[src/hw/rtl/bab_pkg.sv]
// shared types and constants for the bit array with unaligned byte access
package bab_pkg;

  // storage geometry
  localparam int CapBytes  = 256;
  localparam int CapBits   = CapBytes * 8;
  localparam int ByteAw    = $clog2(CapBytes);
  localparam int RowAw     = ByteAw - 1;
  localparam int RowDepth  = CapBytes / 2;
  localparam int IdxW      = 11;
  localparam int UsedW     = 12;

  localparam logic [UsedW-1:0] CapBitsU = UsedW'(CapBits);

  // operation codes
  typedef enum logic [2:0] {
    MODE_SET_BIT   = 3'd0,
    MODE_CLR_BIT   = 3'd1,
    MODE_RD_BIT    = 3'd2,
    MODE_WR_BYTE   = 3'd3,
    MODE_RD_BYTE   = 3'd4
  } mode_t;

  // result status codes
  typedef enum logic [2:0] {
    ST_OK        = 3'd0,
    ST_EMPTY     = 3'd1,
    ST_BAD_INDEX = 3'd2,
    ST_PAST_END  = 3'd3,
    ST_NO_ROOM   = 3'd4
  } status_t;

endpackage

[src/hw/rtl/bit_array_byte_access.sv]
// top level of the bit array with unaligned byte access
//
// Slave channel s_*: one transfer is one access. s_tuser carries the mode
// (set bit, clear bit, read bit, write byte, read byte); s_tdata carries
// bit_index and write_byte. Master channel m_*: exactly one result transfer
// per access, in order, carrying read_value, status and the used size.
// The store is two banks of 128 bytes (even and odd byte addresses), so a
// byte that straddles two stored bytes touches each bank once: one read
// port and one write port per bank.
// An access accepted on s_* is registered in the middle stage, where the
// store read data arrives, and then in the output register that drives m_*.
// Throughput: one access per cycle unless m_* stalls, since the read is
// issued at acceptance and the merged bytes are written back when the
// access moves to the output register; a one-entry bypass covers an access
// that follows a write to the same row.
// Reset clears the used size, the pipeline and the per-byte valid bits, so
// the store reads as all zero at once, with no clearing pass.
// When the receiver stalls, the output register holds its result, one more
// access may wait in the middle stage, and s_tready then drops.
module bit_array_byte_access (
  input  logic        clk,
  input  logic        rst,
  input  logic        s_tvalid,
  output logic        s_tready,
  input  logic [23:0] s_tdata,   // bit_index[10:0], write_byte[18:11], zero[23:19]
  input  logic [2:0]  s_tuser,   // mode[2:0]
  output logic        m_tvalid,
  input  logic        m_tready,
  output logic [23:0] m_tdata,   // read_value[7:0], status[10:8], used_bits[22:11], zero[23]
  output logic [2:0]  m_tuser    // unused, zero
);

  localparam int RowAw = bab_pkg::RowAw;
  localparam int ByteAw = bab_pkg::ByteAw;
  localparam int Depth = bab_pkg::RowDepth;
  localparam int UsedW = bab_pkg::UsedW;

  // input field split
  logic [10:0]       in_idx;
  logic [7:0]        in_wb;
  logic [ByteAw-1:0] in_byte;
  logic [RowAw-1:0]  in_row_e;
  logic [RowAw-1:0]  in_row_o;
  logic              s_accept;

  assign in_idx   = s_tdata[10:0];
  assign in_wb    = s_tdata[18:11];
  assign in_byte  = in_idx[10:3];
  assign in_row_o = in_byte[ByteAw-1:1];
  assign in_row_e = in_byte[0] ? in_byte[ByteAw-1:1] + RowAw'(1) : in_byte[ByteAw-1:1];

  // storage and valid bits
  logic [7:0]       mem_e [Depth];
  logic [7:0]       mem_o [Depth];
  logic [Depth-1:0] vld_e;
  logic [Depth-1:0] vld_o;

  // middle stage
  logic             s1_valid;
  logic [2:0]       s1_mode;
  logic [10:0]      s1_idx;
  logic [7:0]       s1_wb;
  logic [RowAw-1:0] s1_row_e;
  logic [RowAw-1:0] s1_row_o;
  logic [7:0]       rd_e;
  logic [7:0]       rd_o;
  logic             s1_adv;

  // last write bypass
  logic             fwd_valid;
  logic [RowAw-1:0] fwd_row_e;
  logic [RowAw-1:0] fwd_row_o;
  logic [7:0]       fwd_e;
  logic [7:0]       fwd_o;

  // state
  logic [UsedW-1:0] used;
  logic [UsedW-1:0] used_next;

  // output register
  logic             out_valid;
  logic [7:0]       out_value;
  logic [2:0]       out_status;
  logic [UsedW-1:0] out_used;

  // handshake
  assign s1_adv   = s1_valid && (!out_valid || m_tready);
  assign s_tready = !s1_valid || s1_adv;
  assign s_accept = s_tvalid && s_tready;

  // current byte contents, bypass first then store
  logic [7:0]  cur_e;
  logic [7:0]  cur_o;
  logic [15:0] word;
  logic [15:0] word_new;
  logic [15:0] mask;
  logic [15:0] data;
  logic [15:0] shifted;
  logic [2:0]  off;
  logic        odd_first;
  logic [UsedW-1:0] idx_w;
  logic [UsedW-1:0] idx_p1;
  logic [UsedW-1:0] idx_p8;
  logic [7:0]  value;
  logic [2:0]  status;
  logic        do_write;

  always_comb begin
    cur_e = (fwd_valid && fwd_row_e == s1_row_e) ? fwd_e : (vld_e[s1_row_e] ? rd_e : 8'd0);
    cur_o = (fwd_valid && fwd_row_o == s1_row_o) ? fwd_o : (vld_o[s1_row_o] ? rd_o : 8'd0);
    odd_first = s1_idx[3];
    off = s1_idx[2:0];
    word = odd_first ? {cur_o, cur_e} : {cur_e, cur_o};
    shifted = word << off;
    idx_w  = {1'b0, s1_idx};
    idx_p1 = idx_w + UsedW'(1);
    idx_p8 = idx_w + UsedW'(8);
  end

  // access decode
  always_comb begin
    value     = 8'd0;
    status    = bab_pkg::ST_OK;
    used_next = used;
    do_write  = 1'b0;
    mask      = 16'h8000 >> off;
    data      = 16'h0000;
    unique case (s1_mode)
      bab_pkg::MODE_SET_BIT, bab_pkg::MODE_CLR_BIT: begin
        if (idx_p1 > bab_pkg::CapBitsU) begin
          status = bab_pkg::ST_NO_ROOM;
        end else begin
          do_write = 1'b1;
          if (idx_w >= used) used_next = idx_p1;
          data = (s1_mode == bab_pkg::MODE_SET_BIT) ? mask : 16'h0000;
        end
      end
      bab_pkg::MODE_RD_BIT: begin
        if (used == '0) begin
          status = bab_pkg::ST_EMPTY;
        end else if (idx_w >= used) begin
          status = bab_pkg::ST_BAD_INDEX;
        end else begin
          value = {7'd0, shifted[15]};
        end
      end
      bab_pkg::MODE_WR_BYTE: begin
        mask = 16'hFF00 >> off;
        data = {s1_wb, 8'h00} >> off;
        if (idx_p8 > bab_pkg::CapBitsU) begin
          status = bab_pkg::ST_NO_ROOM;
        end else begin
          do_write = 1'b1;
          if (used < idx_p8) used_next = idx_p8;
        end
      end
      bab_pkg::MODE_RD_BYTE: begin
        if (idx_w >= used) begin
          status = bab_pkg::ST_BAD_INDEX;
        end else if (idx_p8 > used) begin
          status = bab_pkg::ST_PAST_END;
        end else begin
          value = shifted[15:8];
        end
      end
      default: begin
      end
    endcase
    word_new = (word & ~mask) | data;
  end

  // bank view of merged bytes
  logic [7:0] new_e;
  logic [7:0] new_o;
  assign new_e = odd_first ? word_new[7:0] : word_new[15:8];
  assign new_o = odd_first ? word_new[15:8] : word_new[7:0];

  // memory read at acceptance, write back on advance
  always_ff @(posedge clk) begin
    if (s_accept) begin
      rd_e <= mem_e[in_row_e];
      rd_o <= mem_o[in_row_o];
    end
    if (s1_adv && do_write) begin
      mem_e[s1_row_e] <= new_e;
      mem_o[s1_row_o] <= new_o;
    end
  end

  // control state
  always_ff @(posedge clk) begin
    if (rst) begin
      s1_valid  <= 1'b0;
      out_valid <= 1'b0;
      fwd_valid <= 1'b0;
      used      <= '0;
      vld_e     <= '0;
      vld_o     <= '0;
    end else begin
      if (s_accept) begin
        s1_valid <= 1'b1;
      end else if (s1_adv) begin
        s1_valid <= 1'b0;
      end
      if (s1_adv) begin
        out_valid <= 1'b1;
      end else if (m_tready) begin
        out_valid <= 1'b0;
      end
      if (s1_adv && do_write) begin
        used             <= used_next;
        vld_e[s1_row_e]  <= 1'b1;
        vld_o[s1_row_o]  <= 1'b1;
        fwd_valid        <= 1'b1;
      end
    end
  end

  // payload registers
  always_ff @(posedge clk) begin
    if (s_accept) begin
      s1_mode  <= s_tuser;
      s1_idx   <= in_idx;
      s1_wb    <= in_wb;
      s1_row_e <= in_row_e;
      s1_row_o <= in_row_o;
    end
    if (s1_adv && do_write) begin
      fwd_row_e <= s1_row_e;
      fwd_row_o <= s1_row_o;
      fwd_e     <= new_e;
      fwd_o     <= new_o;
    end
    if (s1_adv) begin
      out_value  <= value;
      out_status <= status;
      out_used   <= used_next;
    end
  end

  // result transfer
  assign m_tvalid = out_valid;
  assign m_tdata  = {1'b0, out_used, out_status, out_value};
  assign m_tuser  = 3'd0;

endmodule
[config.mk]
export PLATFORM = sky130hd
export DESIGN_NAME = bit_array_byte_access
export DESIGN_NICKNAME = d
export VERILOG_FILES = /design/src/hw/rtl/bab_pkg.sv /design/src/hw/rtl/bit_array_byte_access.sv
export SDC_FILE = /design/constraint.sdc
export NUM_CORES = 2
export LEC_CHECK = 0
export BUFFER_PORTS_ARGS = -buffer_cell sky130_fd_sc_hd__buf_2
export CAP_MARGIN = 20
export CELL_PAD_IN_SITES_DETAIL_PLACEMENT = 0
export CELL_PAD_IN_SITES_GLOBAL_PLACEMENT = 1
export CORE_MARGIN = 1.5
export CORE_UTILIZATION = 45
export CTS_CLUSTER_SIZE = 30
export DETAILED_ROUTE_END_ITERATION = 8
export PLACE_DENSITY_LB_ADDON = 0.1
export SYNTH_ARGS = -nofsm -noshare
export SYNTH_HDL_FRONTEND = slang
export SYNTH_SLANG_ARGS = --single-unit
export TNS_END_PERCENT = 10
[constraint.sdc]
create_clock -name clk -period 9.5 [get_ports clk]
set_input_delay 0.95 -clock clk [delete_from_list [all_inputs] [get_ports clk]]
set_output_delay 0.95 -clock clk [all_outputs]
set_load 0.01 [all_outputs]
Yosys cells after proc, flatten, opt, wreduce, memory -nomap -nowiden:

Memories as Yosys holds them, arrays and structs flattened. A register that Yosys moved wholly into a read port is not among the register bits.
Index checks and enable logic that the tools add are counted.

* flip-flop bits (word level): 360
* RAM bits: 2048
* input port bits: 31
* output and inout port bits: 29
* word-level logic and storage cells: 109
* memories: 2

Memory list
* mem_e: depth 128, width 8, rd ports 1, clocked after Yosys merged registers in 1, wr ports 1, line bit_array_byte_access.sv:53 `logic [7:0] mem_e [Depth];`
* mem_o: depth 128, width 8, rd ports 1, clocked after Yosys merged registers in 1, wr ports 1, line bit_array_byte_access.sv:54 `logic [7:0] mem_o [Depth];`

* $add $sub $neg: 3
* magnitude comparators: 9
* equality and inequality tests: 6
* shifts and indexed selects: 4
* multiplexer cells: 46
* bitwise logic cells: 5
* reductions and logical operators: 16

Operators with widths (number)
* $or 128x128->128: 2
* $mux 16: 4
* $mux 8: 8
* $mux 12: 4
* $pmux 16 s2: 1
* $shr 16x3->16 const A: 2
* $gt 12x12->1 const B: 2
* $pmux 12 s2: 1
* $and 16x16->16: 1
* $lt 7x8->1 const B: 2
* $not 16->16: 1
* $or 16x16->16: 1
* $pmux 8 s2: 1
* $shl 16x3->16: 1
* $shr 16x3->16: 1
* $bmux 1 s7: 2
* $demux 1 s7: 2
* $eq 7x7->1: 2
* $ge 7x1->1 const B: 2
* $mux 1: 14
* $add 11x1->12 const B: 1
* $add 11x4->12 const B: 1
* $ge 11x12->1: 1
* $gt 12x12->1: 1
* other kinds (17): 31

Logic depth before layout (Yosys ltp):

* depth in word-level cells: 9
* gate-level depth with buffers: 16
* depth with buffers taken out: 14

Least setup slack after synthesis:

OpenSTA, ideal clock, no wires.

* kind: register -> register
* from: reg s1_idx[2]
* to: reg fwd_o[1], data pin
* library setup time: 0.975 ns
* arrival time: 6.552 ns
* required time: 8.525 ns
* path slack: 1.973 ns
* cell stages (with the launch flop): 11
* buffers on the path: 2
* period minus slack after synthesis: 7.527 ns
* path through: edfxtp_1 -> clkbuf_1 -> inv_2 -> clkbuf_1 -> ha_1 -> nor4_1 -> o2111ai_1 -> a311oi_1 -> a32oi_1 -> o21a_1 -> a31oi_1

* word-level cells in the longest chain between the ends: 6
* elaborated cells between the ends (all ways): 13
* those cells by class: add/sub (1); order compare (1); shift (3); mux (5); bitwise (3)

RTL lines
* start: declaration: line bit_array_byte_access.sv:61 `logic [10:0] s1_idx;`
* start signal: assignment: line bit_array_byte_access.sv:223 `s1_idx <= in_idx;`
* $add 11x1->12, or another cell as far along: line bit_array_byte_access.sv:116 `idx_p1 = idx_w + UsedW'(1);`
* $gt 12x12->1, or another cell as far along: line bit_array_byte_access.sv:130 `if (idx_p1 > bab_pkg::CapBitsU) begin`
* $mux 16 or $not 16->16 (tied branches): line bit_array_byte_access.sv:130, bit_array_byte_access.sv:169
* $pmux 16 s2 or $and 16x16->16 (tied branches): line bit_array_byte_access.sv:128, bit_array_byte_access.sv:169
* $or 16x16->16 *: line bit_array_byte_access.sv:169 `word_new = (word & ~mask) | data;`
* $mux 8 *: line bit_array_byte_access.sv:176 `assign new_o = odd_first ? word_new[15:8] : word_new[7:0];`
* via new_o[1]: line bit_array_byte_access.sv:174 `logic [7:0] new_o;`
* end signal: assignment: line bit_array_byte_access.sv:232 `fwd_o <= new_o;`
* end: declaration: line bit_array_byte_access.sv:74 `logic [7:0] fwd_o;`

Mark *: on every way through the listed nets, which the timed path passes. The rest lies on a longest branch.
A chain may end at the register's enable or synchronous reset.

Final worst setup path:

* from: reg s1_row_e[2]
* to: mem mem_o[89][3], data pin

* word-level cells in the longest chain between the ends: 8
* elaborated cells between the ends (all ways): 10
* those cells by class: eq/ne (1); mux (6); bitwise (2); reduce/logical (1)

RTL lines
* start: declaration: line bit_array_byte_access.sv:63 `logic [RowAw-1:0] s1_row_e;`
* start signal: assignment: line bit_array_byte_access.sv:225 `s1_row_e <= in_row_e;`
* $bmux 1 s7: line bit_array_byte_access.sv:109 `cur_e = (fwd_valid && fwd_row_e == s1_row_e) ? fwd_e : (vld_e[s1_row_e] ? rd_e : 8'd0);`
* $mux 1 (implied by the code): line bit_array_byte_access.sv:109
* $mux 8: line bit_array_byte_access.sv:109
* $mux 8 *: line bit_array_byte_access.sv:109
* $mux 16 *: line bit_array_byte_access.sv:113 `word = odd_first ? {cur_o, cur_e} : {cur_e, cur_o};`
* $and 16x16->16 *: line bit_array_byte_access.sv:169
* $or 16x16->16 *: line bit_array_byte_access.sv:169
* $mux 8 *: line bit_array_byte_access.sv:176
* via new_o[3]: line bit_array_byte_access.sv:174
* end: declaration: line bit_array_byte_access.sv:54

Mark *: on every way through the listed nets, which the timed path passes. The rest lies on a longest branch. The select of a mux whose other input is x is not followed.

==> reports/results.ini <==
[place]
globalplace.congestion=0.789
dp_hpwl_microns=144000
port_buffers=50

[setup_path]
cp-end-kind=flop
worstPathCellList=or2_1, buf_4, o22ai_1, o21ai_0, a41oi_1, o41ai_4, o21ai_1, mux2i_1, o21ai_0, a221o_1, mux2_4, buf_4
criticalPathCategory=reg -> reg
slowest_stage=o21ai_0
critPathLaunchType=flop
reg2reg_slack_ns=3.31
r2r_end=mem_o[89][3]
required_ns=9.98
path_buf_inv=2
max_stage_delay_ns=0.92
cp_top_family=compound AO/OA/AOI/OAI gates
crit_start=s1_row_e[2]
crit_end=mem_o[89][3]
cp.arrival_ns=6.67
reg2reg_from=s1_row_e[2]
path_depth=12
rr_worst_depth=12
cp_max_fo=85

[drt]
routedWlPerCell_microns=29.6
first_pass_iters=5
routed_wl_microns=243000
viasPerCell=5.82
drc_errors=0
ant_nets=0
first_iter_violations=4069
via_count=47697

[power]
p_leak_nw=35.9
p_per_area_nw_per_um2=214
peakVddDrop_v=0.000204
total_power_mw=23.1

[outcome]
status=complete, no violations

[finish]
regArea_sq_um=69900
fin_nets=5239
area_delta_synth_final_pct=12.7
drive_above_1_share_pct=22.6
fin_util_pct=50.9
multiInputGateArea_sq_um=24600
fillers=17049

[clocking]
clkSlewWorstSetupHoldPaths_ns=0.06
htreeDepth=5
cts_tree=built
cts_made_buffers=275
post-cts-setup-buffers=0
ctsRootBufferMaster=clkbuf_16
insertion_delay_ns=0.93
clock_path_buffers=4
cts.sinks=2417
postCtsHoldBufs=0
cts_resized=0

[floorplanning]
core_sq_um=212000
initial_core_util_pct=45.2
pin_count=60
rows=169
die_x_microns=464
die_h_microns=464
dieArea_sq_um=215000

[yosys]
synth_xor_area_share_pct=0.256
synth_top_family_by_area=multiplexers
synthArstFlopShare_pct=0
synth_area_sq_um=95700
synth.avg_cell_area_sq_um=19.0
synth_compound_area_share_pct=4.24
synthMuxAreaShare_pct=17.0
ys_seq_elements=2417
synth-simple-area-share_pct=3.51
synth.largest_area_cell=edfxtp_1
synth_fa_ha_area_share_pct=0.392
ys_top_cells_by_area=edfxtp_1, mux4_2, dfxtp_1, mux2i_1, o21a_1
netlist-cell-type-count=67
synth_edf_count=2146
yosys_warnings=0
synthFlopType=edfxtp_1
synth_cells=5050
synth_top_area_share_pct=67.3
synth_seq_area_share_pct=73.0

[sta]
drv_slew=0
tns_ns=0
post-route-period-util_pct=65.2
post-route-min-period_ns=6.19
max_freq_mhz=161
holdWs_ns=0.226
skew_ns=0.0562
setup_viol=0
rsz0062_at_grt=false
worst_slew_pin_slew_ns=1.14
finalHoldViolCount=0
slew_headroom_pct=23.5

[global_route]
antenna_found_initial=5
grt_pass1_vias=49186
grt_max_degree=122
grt_usage_pct=22.6
overflow=0
grt_pass1_wl_microns=352000

[hold_path]
hold_path_class=in -> reg

[job]
cap_violations=0

-- cells in the final DEF, fill, tap and decap left out, drive strengths merged, types with 4 or more instances in the layout --
| cell | instances |
|---|---|
| a22oi | 5 |
| a21o | 15 |
| nor3 | 13 |
| nand2b | 16 |
| clkinv | 84 |
| dfxtp | 271 |
| mux4 | 618 |
| a221o | 7 |
| or2 | 14 |
| edfxtp | 2146 |
| a21oi | 76 |
| and2 | 9 |
| and3 | 38 |
| bufinv | 14 |
| nand2 | 229 |
| buf | 159 |
| a41oi | 9 |
| xor2 | 5 |
| o22ai | 70 |
| nand3 | 48 |
| o21ai | 84 |
| nand4 | 12 |
| nor2b | 16 |
| o21a | 209 |
| nor2 | 359 |
| o211ai | 6 |
| mux2 | 17 |
| mux2i | 217 |
| conb | 4 |
| o211a | 7 |
| clkbuf | 365 |
| ha | 30 |
| inv | 46 |
| a311oi | 19 |
| o2111ai | 4 |
| xnor2 | 23 |
| a31oi | 35 |
| nor4 | 10 |
| a211oi | 27 |
-- worst register-to-register path, delay by kind of cell, from the launching register on --
kind                   cells  cell delay (ns)
AOI/OAI and AO/OA          7             2.88
buffers and inverters      2             0.83
DFF                        1             0.57
muxes                      2             0.81
and+or+nand+nor            1             0.57
-- per-layer routing --
metal	global-route usage (%)	up-vias	wire length [microns]
li1	-	20729	-
met1	30.6	25425	103000
met2	38.1	1196	123000
met3	3.35	347	10900
met4	6.00	0	5950
met5	0	-	0
-- layout make-up --
type | count | area share (%)
timing repair buffer | 159 | 1.17
antenna | 1 | 0.00232
sequential | 2417 | 64.8
tap | 2821 | 3.27
clock inverter | 103 | 0.795
multi-input combinational | 2284 | 22.8
inverter | 41 | 0.154
clock buffer | 365 | 6.98
-- synth_stat cells (all sizes together) (27+ instances only) --
library cell / n
mux2i: 217
mux4: 618
clkbuf: 174
dfxtp: 271
o21ai: 84
o21a: 209
nand2: 229
buf: 137
a21oi: 76
a31oi: 35
inv: 37
and3: 38
o22ai: 70
ha: 30
edfxtp: 2146
a211oi: 27
nand3: 48
nor2: 359
-- kinds of logic after synthesis --
group	after synthesis
flip-flops	2417
multiplexers	852
AND/OR/NAND/NOR	775
AO/OA/AOI/OAI	595
buffers and inverters	352
adder cells (fa/ha/maj)	30
XOR/XNOR	28
other	1
-- worst min-delay path by stage --
stage / start / to / slack [ns] / cells past startpoint
after floorplan: s1_row_e[6] / fwd_row_e[6] / 0.42 / 0
after global routing: s_tdata[14] / s1_wb[3] / 0.18 / 1
after global placement: vld_o[23] / vld_o[23] / 0.45 / 1
final: s_tdata[0] / s1_idx[0] / 0.23 / 1
after CTS: s_tdata[0] / s1_idx[0] / 0.16 / 1
after detailed placement: vld_o[18] / vld_o[18] / 0.45 / 1
-- metrics by stage --
step | cells | worst slack (ns) | area, sq um
6_report | 8191 | 3.31 | 108000
5_1_grt | 8191 | 3.15 | 108000
4_1_cts | 8184 | 3.26 | 108000
3_5_place_dp | 7716 | 3.17 | 99300
3_3_place_gp | 7711 | 3.17 | 99200
2_1_floorplan | 5053 | 1.97 | 95700
-- state kept, by name (all words and copies together) (netlist names), 11 cells and up --
register  cells
mem_e      1024
mem_o      1024
out_used     12
s1_idx       11
used         12
vld_e       128
vld_o       128
-- power by group --
| group | switching, mW | internal (mW) |
|---|---|---|
| clock network | 4.11 | 5.92 |
| registers | 0.0308 | 11.6 |
| logic | 0.906 | 0.512 |
Note: power is estimated with default switching activity, not from simulation.
